===== src/sv/cpu_alu_with_flags_assert.svh =====
// Assertion macros for the ALU block.
// No dependencies; included by files that carry concurrent checks.
`ifndef CPU_ALU_WITH_FLAGS_ASSERT_SVH
`define CPU_ALU_WITH_FLAGS_ASSERT_SVH

// Same-cycle implication, clocked on clk, quiet during reset.
`define CAF_ASSERT_IMPL(label, ante, cons) \
  label: assert property (@(posedge clk) disable iff (rst) (ante) |-> (cons)) \
    else $error("assertion failed: label");

// Next-cycle implication, clocked on clk, quiet during reset.
`define CAF_ASSERT_NEXT(label, ante, cons) \
  label: assert property (@(posedge clk) disable iff (rst) (ante) |=> (cons)) \
    else $error("assertion failed: label");

`endif


===== src/sv/cpualu_pkg.sv =====
// Shared types and constants for the ALU block: operation codes, flag
// positions and the operand / result bundles. No dependencies.
package cpualu_pkg;

  typedef enum logic [4:0] {
    OP_ADD     = 5'd0,
    OP_ADC     = 5'd1,
    OP_SUB     = 5'd2,
    OP_SBC     = 5'd3,
    OP_AND     = 5'd4,
    OP_XOR     = 5'd5,
    OP_OR      = 5'd6,
    OP_CP      = 5'd7,
    OP_INC     = 5'd8,
    OP_DEC     = 5'd9,
    OP_RLCA    = 5'd10,
    OP_RRCA    = 5'd11,
    OP_RLA     = 5'd12,
    OP_RRA     = 5'd13,
    OP_RLC     = 5'd14,
    OP_RRC     = 5'd15,
    OP_RL      = 5'd16,
    OP_RR      = 5'd17,
    OP_SLA     = 5'd18,
    OP_SRA     = 5'd19,
    OP_SWAP    = 5'd20,
    OP_SRL     = 5'd21,
    OP_BIT     = 5'd22,
    OP_RES     = 5'd23,
    OP_SET     = 5'd24,
    OP_ADDHL   = 5'd25,
    OP_ADDSP   = 5'd26,
    OP_INC16   = 5'd27,
    OP_DEC16   = 5'd28
  } op_t;

  // Flag bit positions within the 4-bit flag word.
  localparam int unsigned FLAG_Z = 3;
  localparam int unsigned FLAG_N = 2;
  localparam int unsigned FLAG_H = 1;
  localparam int unsigned FLAG_C = 0;

  typedef struct packed {
    logic [4:0]  mode;
    logic [15:0] operand_a;
    logic [15:0] operand_b;
    logic [2:0]  bit_index;
    logic [3:0]  flags_in;
  } alu_in_t;

  typedef struct packed {
    logic [15:0] result;
    logic [3:0]  flags_out;
    logic        writes_result;
  } alu_res_t;

endpackage


===== src/sv/cpualu_core.sv =====
// Combinational datapath of the ALU: one operation, its result and flags.
// Depends on cpualu_pkg.
module cpualu_core (
  input  cpualu_pkg::alu_in_t  op,
  output cpualu_pkg::alu_res_t res
);
  import cpualu_pkg::*;

  logic [7:0]  a;
  logic [7:0]  b;
  logic        cin;
  logic        use_c;
  logic [8:0]  sum8;
  logic [4:0]  sum4;
  logic [8:0]  dif8;
  logic [4:0]  dif4;
  logic [16:0] sum16;
  logic [12:0] sum12;
  logic [8:0]  sp_lo;
  logic [4:0]  sp_nib;
  logic [7:0]  bmask;
  logic [7:0]  r8;
  logic [15:0] r16;
  logic [3:0]  f;
  logic        wr;
  logic        wide;

  assign a     = op.operand_a[7:0];
  assign b     = op.operand_b[7:0];
  assign cin   = op.flags_in[FLAG_C];
  assign use_c = (op.mode == OP_ADC) || (op.mode == OP_SBC);

  assign sum8   = {1'b0, a} + {1'b0, b} + {8'd0, use_c & cin};
  assign sum4   = {1'b0, a[3:0]} + {1'b0, b[3:0]} + {4'd0, use_c & cin};
  assign dif8   = {1'b0, a} - {1'b0, b} - {8'd0, use_c & cin};
  assign dif4   = {1'b0, a[3:0]} - {1'b0, b[3:0]} - {4'd0, use_c & cin};
  assign sum16  = {1'b0, op.operand_a} + {1'b0, op.operand_b};
  assign sum12  = {1'b0, op.operand_a[11:0]} + {1'b0, op.operand_b[11:0]};
  assign sp_lo  = {1'b0, op.operand_a[7:0]} + {1'b0, b};
  assign sp_nib = {1'b0, op.operand_a[3:0]} + {1'b0, b[3:0]};
  assign bmask  = 8'd1 << op.bit_index;

  always_comb begin
    r8   = 8'd0;
    r16  = 16'd0;
    f    = op.flags_in;
    wr   = 1'b1;
    wide = 1'b0;
    case (op.mode)
      OP_ADD, OP_ADC: begin
        r8 = sum8[7:0];
        f  = {r8 == 8'd0, 1'b0, sum4[4], sum8[8]};
      end
      OP_SUB, OP_SBC, OP_CP: begin
        r8 = dif8[7:0];
        f  = {r8 == 8'd0, 1'b1, dif4[4], dif8[8]};
        wr = (op.mode != OP_CP);
      end
      OP_AND: begin
        r8 = a & b;
        f  = {r8 == 8'd0, 1'b0, 1'b1, 1'b0};
      end
      OP_XOR: begin
        r8 = a ^ b;
        f  = {r8 == 8'd0, 3'b000};
      end
      OP_OR: begin
        r8 = a | b;
        f  = {r8 == 8'd0, 3'b000};
      end
      OP_INC: begin
        r8 = a + 8'd1;
        f  = {r8 == 8'd0, 1'b0, a[3:0] == 4'hf, cin};
      end
      OP_DEC: begin
        r8 = a - 8'd1;
        f  = {r8 == 8'd0, 1'b1, a[3:0] == 4'h0, cin};
      end
      OP_RLCA, OP_RLC: begin
        r8 = {a[6:0], a[7]};
        f  = {(op.mode == OP_RLC) && (r8 == 8'd0), 2'b00, a[7]};
      end
      OP_RRCA, OP_RRC: begin
        r8 = {a[0], a[7:1]};
        f  = {(op.mode == OP_RRC) && (r8 == 8'd0), 2'b00, a[0]};
      end
      OP_RLA, OP_RL: begin
        r8 = {a[6:0], cin};
        f  = {(op.mode == OP_RL) && (r8 == 8'd0), 2'b00, a[7]};
      end
      OP_RRA, OP_RR: begin
        r8 = {cin, a[7:1]};
        f  = {(op.mode == OP_RR) && (r8 == 8'd0), 2'b00, a[0]};
      end
      OP_SLA: begin
        r8 = {a[6:0], 1'b0};
        f  = {r8 == 8'd0, 2'b00, a[7]};
      end
      OP_SRA: begin
        r8 = {a[7], a[7:1]};
        f  = {r8 == 8'd0, 2'b00, a[0]};
      end
      OP_SWAP: begin
        r8 = {a[3:0], a[7:4]};
        f  = {r8 == 8'd0, 3'b000};
      end
      OP_SRL: begin
        r8 = {1'b0, a[7:1]};
        f  = {r8 == 8'd0, 2'b00, a[0]};
      end
      OP_BIT: begin
        r8 = a;
        f  = {(a & bmask) == 8'd0, 1'b0, 1'b1, cin};
        wr = 1'b0;
      end
      OP_RES: r8 = a & ~bmask;
      OP_SET: r8 = a | bmask;
      OP_ADDHL: begin
        wide = 1'b1;
        r16  = sum16[15:0];
        f    = {op.flags_in[FLAG_Z], 1'b0, sum12[12], sum16[16]};
      end
      OP_ADDSP: begin
        wide = 1'b1;
        r16  = op.operand_a + {{8{b[7]}}, b};
        f    = {2'b00, sp_nib[4], sp_lo[8]};
      end
      OP_INC16: begin
        wide = 1'b1;
        r16  = op.operand_a + 16'd1;
      end
      OP_DEC16: begin
        wide = 1'b1;
        r16  = op.operand_a - 16'd1;
      end
      default: begin
        // Unused codes: zero result, flags pass through, no write-back.
        wr = 1'b0;
      end
    endcase
  end

  assign res.result        = wide ? r16 : {8'd0, r8};
  assign res.flags_out     = f;
  assign res.writes_result = wr;

endmodule


===== src/sv/cpu_alu_with_flags.sv =====
// Top level of the ALU block: input register, datapath, result register.
// Depends on cpualu_pkg, cpualu_core and cpu_alu_with_flags_assert.svh.
//
//   channel | handshake                | payload
//   --------+--------------------------+-----------------------------------------
//   in      | in_valid / in_stall      | mode, operand_a, operand_b, bit_index,
//           |                          | flags_in
//   out     | out_valid / out_stall    | result, flags_out, writes_result
//
// out_valid rises once the item has moved from the input register, through the
// datapath, into the result register; that move waits while out is stalled and the result register is full.
// One item is accepted every cycle while out is not stalled.
// rst is synchronous, active high, and empties both register stages.
// When out stalls, the result register holds; the input register still fills
// once, and only then does in_stall rise.
module cpu_alu_with_flags (
  input  logic        clk,
  input  logic        rst,
  input  logic        in_valid,
  output logic        in_stall,
  input  logic [4:0]  mode,
  input  logic [15:0] operand_a,
  input  logic [15:0] operand_b,
  input  logic [2:0]  bit_index,
  input  logic [3:0]  flags_in,
  output logic        out_valid,
  input  logic        out_stall,
  output logic [15:0] result,
  output logic [3:0]  flags_out,
  output logic        writes_result
);
  import cpualu_pkg::*;

  // Stage 1: captured operands. Stage 2: computed result.
  logic     s1_valid;
  alu_in_t  s1_op;
  logic     s2_valid;
  alu_res_t s2_res;
  alu_res_t core_res;
  logic     s2_load;
  logic     s1_load;

  // Advance the result stage whenever it is empty or being drained.
  assign s2_load  = !s2_valid || !out_stall;
  // Take a new item when stage 1 is empty or moving on.
  assign s1_load  = !s1_valid || s2_load;
  assign in_stall = !s1_load;

  cpualu_core u_core (
    .op  (s1_op),
    .res (core_res)
  );

  always_ff @(posedge clk) begin
    if (rst) begin
      s1_valid <= 1'b0;
    end else if (s1_load) begin
      s1_valid <= in_valid;
    end
  end

  // Payload registers carry no reset; load only on an accepted item.
  always_ff @(posedge clk) begin
    if (s1_load && in_valid) begin
      s1_op <= '{mode: mode, operand_a: operand_a, operand_b: operand_b,
                 bit_index: bit_index, flags_in: flags_in};
    end
  end

  always_ff @(posedge clk) begin
    if (rst) begin
      s2_valid <= 1'b0;
    end else if (s2_load) begin
      s2_valid <= s1_valid;
    end
  end

  always_ff @(posedge clk) begin
    if (s2_load && s1_valid) begin
      s2_res <= core_res;
    end
  end

  assign out_valid     = s2_valid;
  assign result        = s2_res.result;
  assign flags_out     = s2_res.flags_out;
  assign writes_result = s2_res.writes_result;

`include "cpu_alu_with_flags_assert.svh"

  // Back-pressure only when both stages are full and out is stalled.
  `CAF_ASSERT_IMPL(a_stall_cause, in_stall, s1_valid && s2_valid && out_stall)
  // An accepted item always lands in stage 1.
  `CAF_ASSERT_NEXT(a_accept_fill, in_valid && !in_stall, s1_valid)
  // A stage-1 item that moves on shows up on out next cycle.
  `CAF_ASSERT_NEXT(a_s1_to_out, s1_valid && s2_load, out_valid)

endmodule

===== config.mk =====
export PLATFORM = sky130hd
export DESIGN_NAME = cpu_alu_with_flags
export DESIGN_NICKNAME = d
export VERILOG_FILES = /design/src/sv/cpualu_pkg.sv /design/src/sv/cpualu_core.sv /design/src/sv/cpu_alu_with_flags.sv
export VERILOG_INCLUDE_DIRS = /design/src /design/src/sv
export SDC_FILE = /design/constraint.sdc
export NUM_CORES = 1
export LEC_CHECK = 0
export ABC_AREA = 1
export ABC_CLOCK_PERIOD_IN_PS = 3900
export BUFFER_PORTS_ARGS = -buffer_cell sky130_fd_sc_hd__buf_2
export CAP_MARGIN = 0
export CORE_MARGIN = 2
export CORE_UTILIZATION = 55
export DETAILED_ROUTE_END_ITERATION = 7
export PLACE_DENSITY = 0.81
export SLEW_MARGIN = 5
export SYNTH_ARGS = -nofsm -noshare
export SYNTH_HDL_FRONTEND = slang
export SYNTH_SLANG_ARGS = --single-unit

===== constraint.sdc =====
create_clock -name clk -period 3.9 [get_ports clk]
set_input_delay 0.78 -clock clk [delete_from_list [all_inputs] [get_ports clk]]
set_output_delay 0.78 -clock clk [all_outputs]
set_load 0.01 [all_outputs]

==> results by stage <==
Final layout:
- The final non-filler cell area is between 0.007 and 0.008 mm².
- From synthesis to final layout, the design area changed by 12.6%.
- The final layout contains 1179 nets.
- Cells with a size suffix above 1 make up 12.0% of the layout.
- 0 antenna diodes ended up in the layout.

Synthesis:
- In this run, synthesis produced a sequential element count of 67.
- Yosys mapped the design onto 45 distinct sky130hd cell types.
- The biggest area contributor in the post-synthesis netlist is sky130_fd_sc_hd__edfxtp_1.
- The cell area after technology mapping is 0.00679 mm².
- The share of synthesized registers carrying an async set or reset is 0%.
- Counting instances in the post-synthesis netlist gives the leading cell types as sky130_fd_sc_hd__nand2_1, sky130_fd_sc_hd__inv_1, sky130_fd_sc_hd__nor2_1.
- The post-synthesis net count is 1100.
- The most frequently used cell type in the post-synthesis netlist is sky130_fd_sc_hd__nand2_1.
- Summing the sequential cell areas from Yosys gives 29.4% of the chip area.
- Sorting the synthesized cells by area gives the leading types as sky130_fd_sc_hd__edfxtp_1, sky130_fd_sc_hd__nand2_1, sky130_fd_sc_hd__ha_1.
- The number of standard cells after synthesis is 987.
- The most used flip-flop cell after synthesis is sky130_fd_sc_hd__edfxtp_1.
- The count of flip-flops with a built-in enable after synthesis is 65.
- The average instance in the mapped netlist occupies a little under 7 µm².
- Summed over its instances, the top area cell type makes up 28.8% of the synthesized netlist area.
- The number of synthesis warnings is 0.

STA:
- Setup repair after global routing left no endpoint under its margin.
- Timing would allow up to 0.286 GHz.
- The worst max-slew margin expressed relative to the limit is a little over a quarter.
- The number of slew-limit violations in the final report is 0.
- The portion of the clock cycle consumed by the worst path in the final layout is 89.6%.
- The minimum clock period is 3.49 ns.
- Across the routed clock network, the largest skew measured is 0.00962 ns.
- The transition time at the pin with the least slew margin is 1.09 ns.
- Setup violations remaining at the end of the flow were counted as 0.
- The summed negative setup slack over all endpoints is 0 ns.
- The final-report hold violation count is 0.

CTS:
- Clock-pin slew was measured on the worst setup and hold paths at ~0.06 ns.
- The number of hold buffers added after CTS is 0.
- After clock tree synthesis, the repair step resized 0 gates.
- The CTS sink count is 67.
- CTS built an H-tree with a depth of 3.
- The later pin in the worst-skew pair is clocked with a latency of 0.35 ns.
- In this run the post-CTS setup repair buffer count came out at 0.
- The CTS tree is built.
- In this run, CTS created clock tree buffers numbering 9.
- The root cell of the clock tree is sky130_fd_sc_hd__clkbuf_16.
- The maximum clock path buffer count is 2.

Setup path:
- The critical path in this run is classified as flop to flop.
- The startpoint kind of the worst setup timing path is a flop.
- The critical path ends at result[4].
- Walking the worst path, the cells encountered are nor2_1 > nand2_1 > nor3_1 > inv_1 > fa_1 > fa_1 > o21ai_0 > nand2_1 > xor2_1 > o211ai_1 > nor2_1 > nand4_1.
- Measured in cells, the most critical reg-to-reg path has a length of 12.
- The startpoint identified for the worst register-to-register timing path is s1_op[43].
- Among all stages on the critical path, the largest delay is contributed by sky130_fd_sc_hd__edfxtp_1.
- The timing startpoint of the critical path is s1_op[43].
- The capture instance of the worst register-to-register path is result[4].
- At the worst endpoint, the required time is 3.97 ns.
- The largest fanout on the critical path is 9.
- The sort of element at the end of the critical path is a flop.
- Across all register-to-register paths, the minimum setup slack is 0.41 ns.
- The biggest cell delay along the critical path is about 0.53 ns.
- The arrival time at the worst endpoint is about 3.6 ns.

Die:
- The top-level port count is 71.
- The starting density of the core is a little under three fifths.
- The horizontal die dimension is 115 µm.
- Measured along the y axis, the die boundary spans 115 µm.
- The area enclosed by the die boundary is approximately 0.013 mm².
- The number of rows in the core area is 40.
- The area of the core is between 0.01 and 0.015 mm².

Detailed routing:
- After detailed routing, the number of vias per cell comes to between 6 and 7.
- Once detail routing completed, the nets flagged for antenna violations numbered 0.
- The via count of the routed design is 7410.
- The number of DRC violations after detailed routing is 0.
- The total iterations of the first detailed-routing run is 6.
- The final wirelength is 23.2 mm.
- The routed length per placed instance is ~19 µm.
- The number of DRC markers after the initial detailed-route iteration is 817.

Global route:
- Global routing used 51.0% of the available met2 tracks.
- The wire length of the first global-routing pass is 35.7 mm.
- The global-route layer with the greatest usage is met1.
- In the global route stage, overall resource usage came out at 36.1%.
- Global routing finished with a remaining overflow of 0.
- The number of antenna violations at the first check in global routing is 0.
- In the global route stage, met1 resource usage came out at 52.5%.
- The via count of the first global-routing pass was 6600.
- Entering global routing, the biggest net connects 28 pins.
- The met3 usage is 9.01%.

Power and ir drop:
- The static leakage power is 3.70 nW.
- The total power density per cell area is 324 mW/mm².
- Across the VDD grid, the largest voltage drop is ~0.00025 V.

Placed design:
- The cell area after placement is 0.00735 mm².
- The routability congestion estimate from global placement is 1.08.
- The number of buffers added on ports is 70.
- The half-perimeter wire length after detailed placement is approximately 18 mm.

Min path:
- In this run the worst hold path is classified as flop to flop.

Run:
- The max-cap check violation count is 0.

Run status:
- The flow ran to the end, and the final reports show no timing, DRC or antenna violations.
cells by family after synthesis:
logic type	Yosys count	synth area share, %
XOR/XNOR	19	2.45
buffers and inverters	146	8.24
AO/OA/AOI/OAI	141	12.1
flip-flops	67	29.4
adder cells (fa/ha/maj)	65	12.4
AND/OR/NAND/NOR	549	35.4
report_power, final:
part	switching [mW]	internal (mW)
clock	0.318	0.493
sequential	0.0362	0.849
combinational	0.523	0.259
total	0.877	1.60
placed cells by master (no fill, tap or decap), drive strengths merged:
| cell type | Yosys | final |
|---|---|---|
| nand2 | 277 | 277 |
| or2 | 5 | 5 |
| o22ai | 11 | 11 |
| dfxtp | 2 | 2 |
| a31oi | 3 | 3 |
| buf | 7 | 83 |
| edfxtp | 65 | 65 |
| a22o | 1 | 1 |
| nand3 | 81 | 81 |
| and2 | 1 | 1 |
| a21oi | 44 | 44 |
| nor2 | 117 | 117 |
| o21ai | 51 | 51 |
| a21o | 1 | 1 |
| o21bai | 4 | 4 |
| a22oi | 1 | 1 |
| nand3b | 5 | 5 |
| nand4 | 40 | 40 |
| bufinv | 0 | 1 |
| o221ai | 1 | 1 |
| o211ai | 10 | 10 |
| a21boi | 4 | 4 |
| a211oi | 2 | 2 |
| nor4 | 3 | 3 |
| o2111ai | 5 | 5 |
| fa | 4 | 4 |
| nand2b | 1 | 1 |
| xor2 | 12 | 12 |
| ha | 61 | 61 |
| o21a | 1 | 1 |
| xnor2 | 7 | 7 |
| clkbuf | 8 | 11 |
| nor3 | 19 | 19 |
| clkinv | 2 | 7 |
| a2bb2oi | 2 | 2 |
| inv | 129 | 128 |
state kept, by name, indices dropped and copies added, names as in the netlist:
register,flops
flags_out,4
out_valid,1
result,16
s1_op,44
s1_valid,1
writes_result,1
critical path, delay by kind of cell, from the launching register on:
family / cells / cell delay, ns
AO/OA/AOI/OAI: 2 / 0.30
XOR/XNOR: 1 / 0.24
adder cells (fa/ha/maj): 2 / 0.86
buffers and inverters: 1 / 0.10
flip-flops: 1 / 0.53
AND/OR/NAND/NOR: 6 / 1.19
worst min path at each step:
stage,cells after the start,start,to
3_5_place_dp,2,s1_valid,out_valid
5_1_grt,2,out_valid,out_valid
4_1_cts,2,s1_valid,out_valid
2_1_floorplan,2,s1_valid,out_valid
6_report,2,s1_valid,out_valid
3_3_place_gp,2,s1_valid,out_valid
final cells by class:
cell class / instances / area (µm²)
Clock inverter: 5 / 53.8
Sequential cell: 67 / 1990
Fill cell: 1074 / 4370
Clock buffer: 11 / 233
Multi-Input combinational cell: 774 / 4240
Tap cell: 147 / 184
Inverter: 131 / 492
Timing Repair Buffer: 83 / 448
through the flow:
stage / cells / power (mW) / utilization (%) / setup slack, ns / hold slack, ns
global route: 1218 / 2.59 / 63.6 / 0.0842 / 0.521
CTS: 1218 / 2.45 / 63.6 / 0.495 / 0.504
finish: 1218 / 2.48 / 63.6 / 0.406 / 0.498
global placement: 1202 / 1.64 / 61.2 / 0.501 / 0.481
floorplan: 987 / 1.41 / - / 0.979 / 0.450
detailed placement: 1202 / 1.64 / 61.2 / 0.501 / 0.492
per-layer routing:
layer	wire (µm)	part of all wire [%]
met1	9870	42
met5	0	0
met4	933	4.0
met3	3130	13
met2	9310	40
No activity file was read; power rests on OpenSTA's default activity.
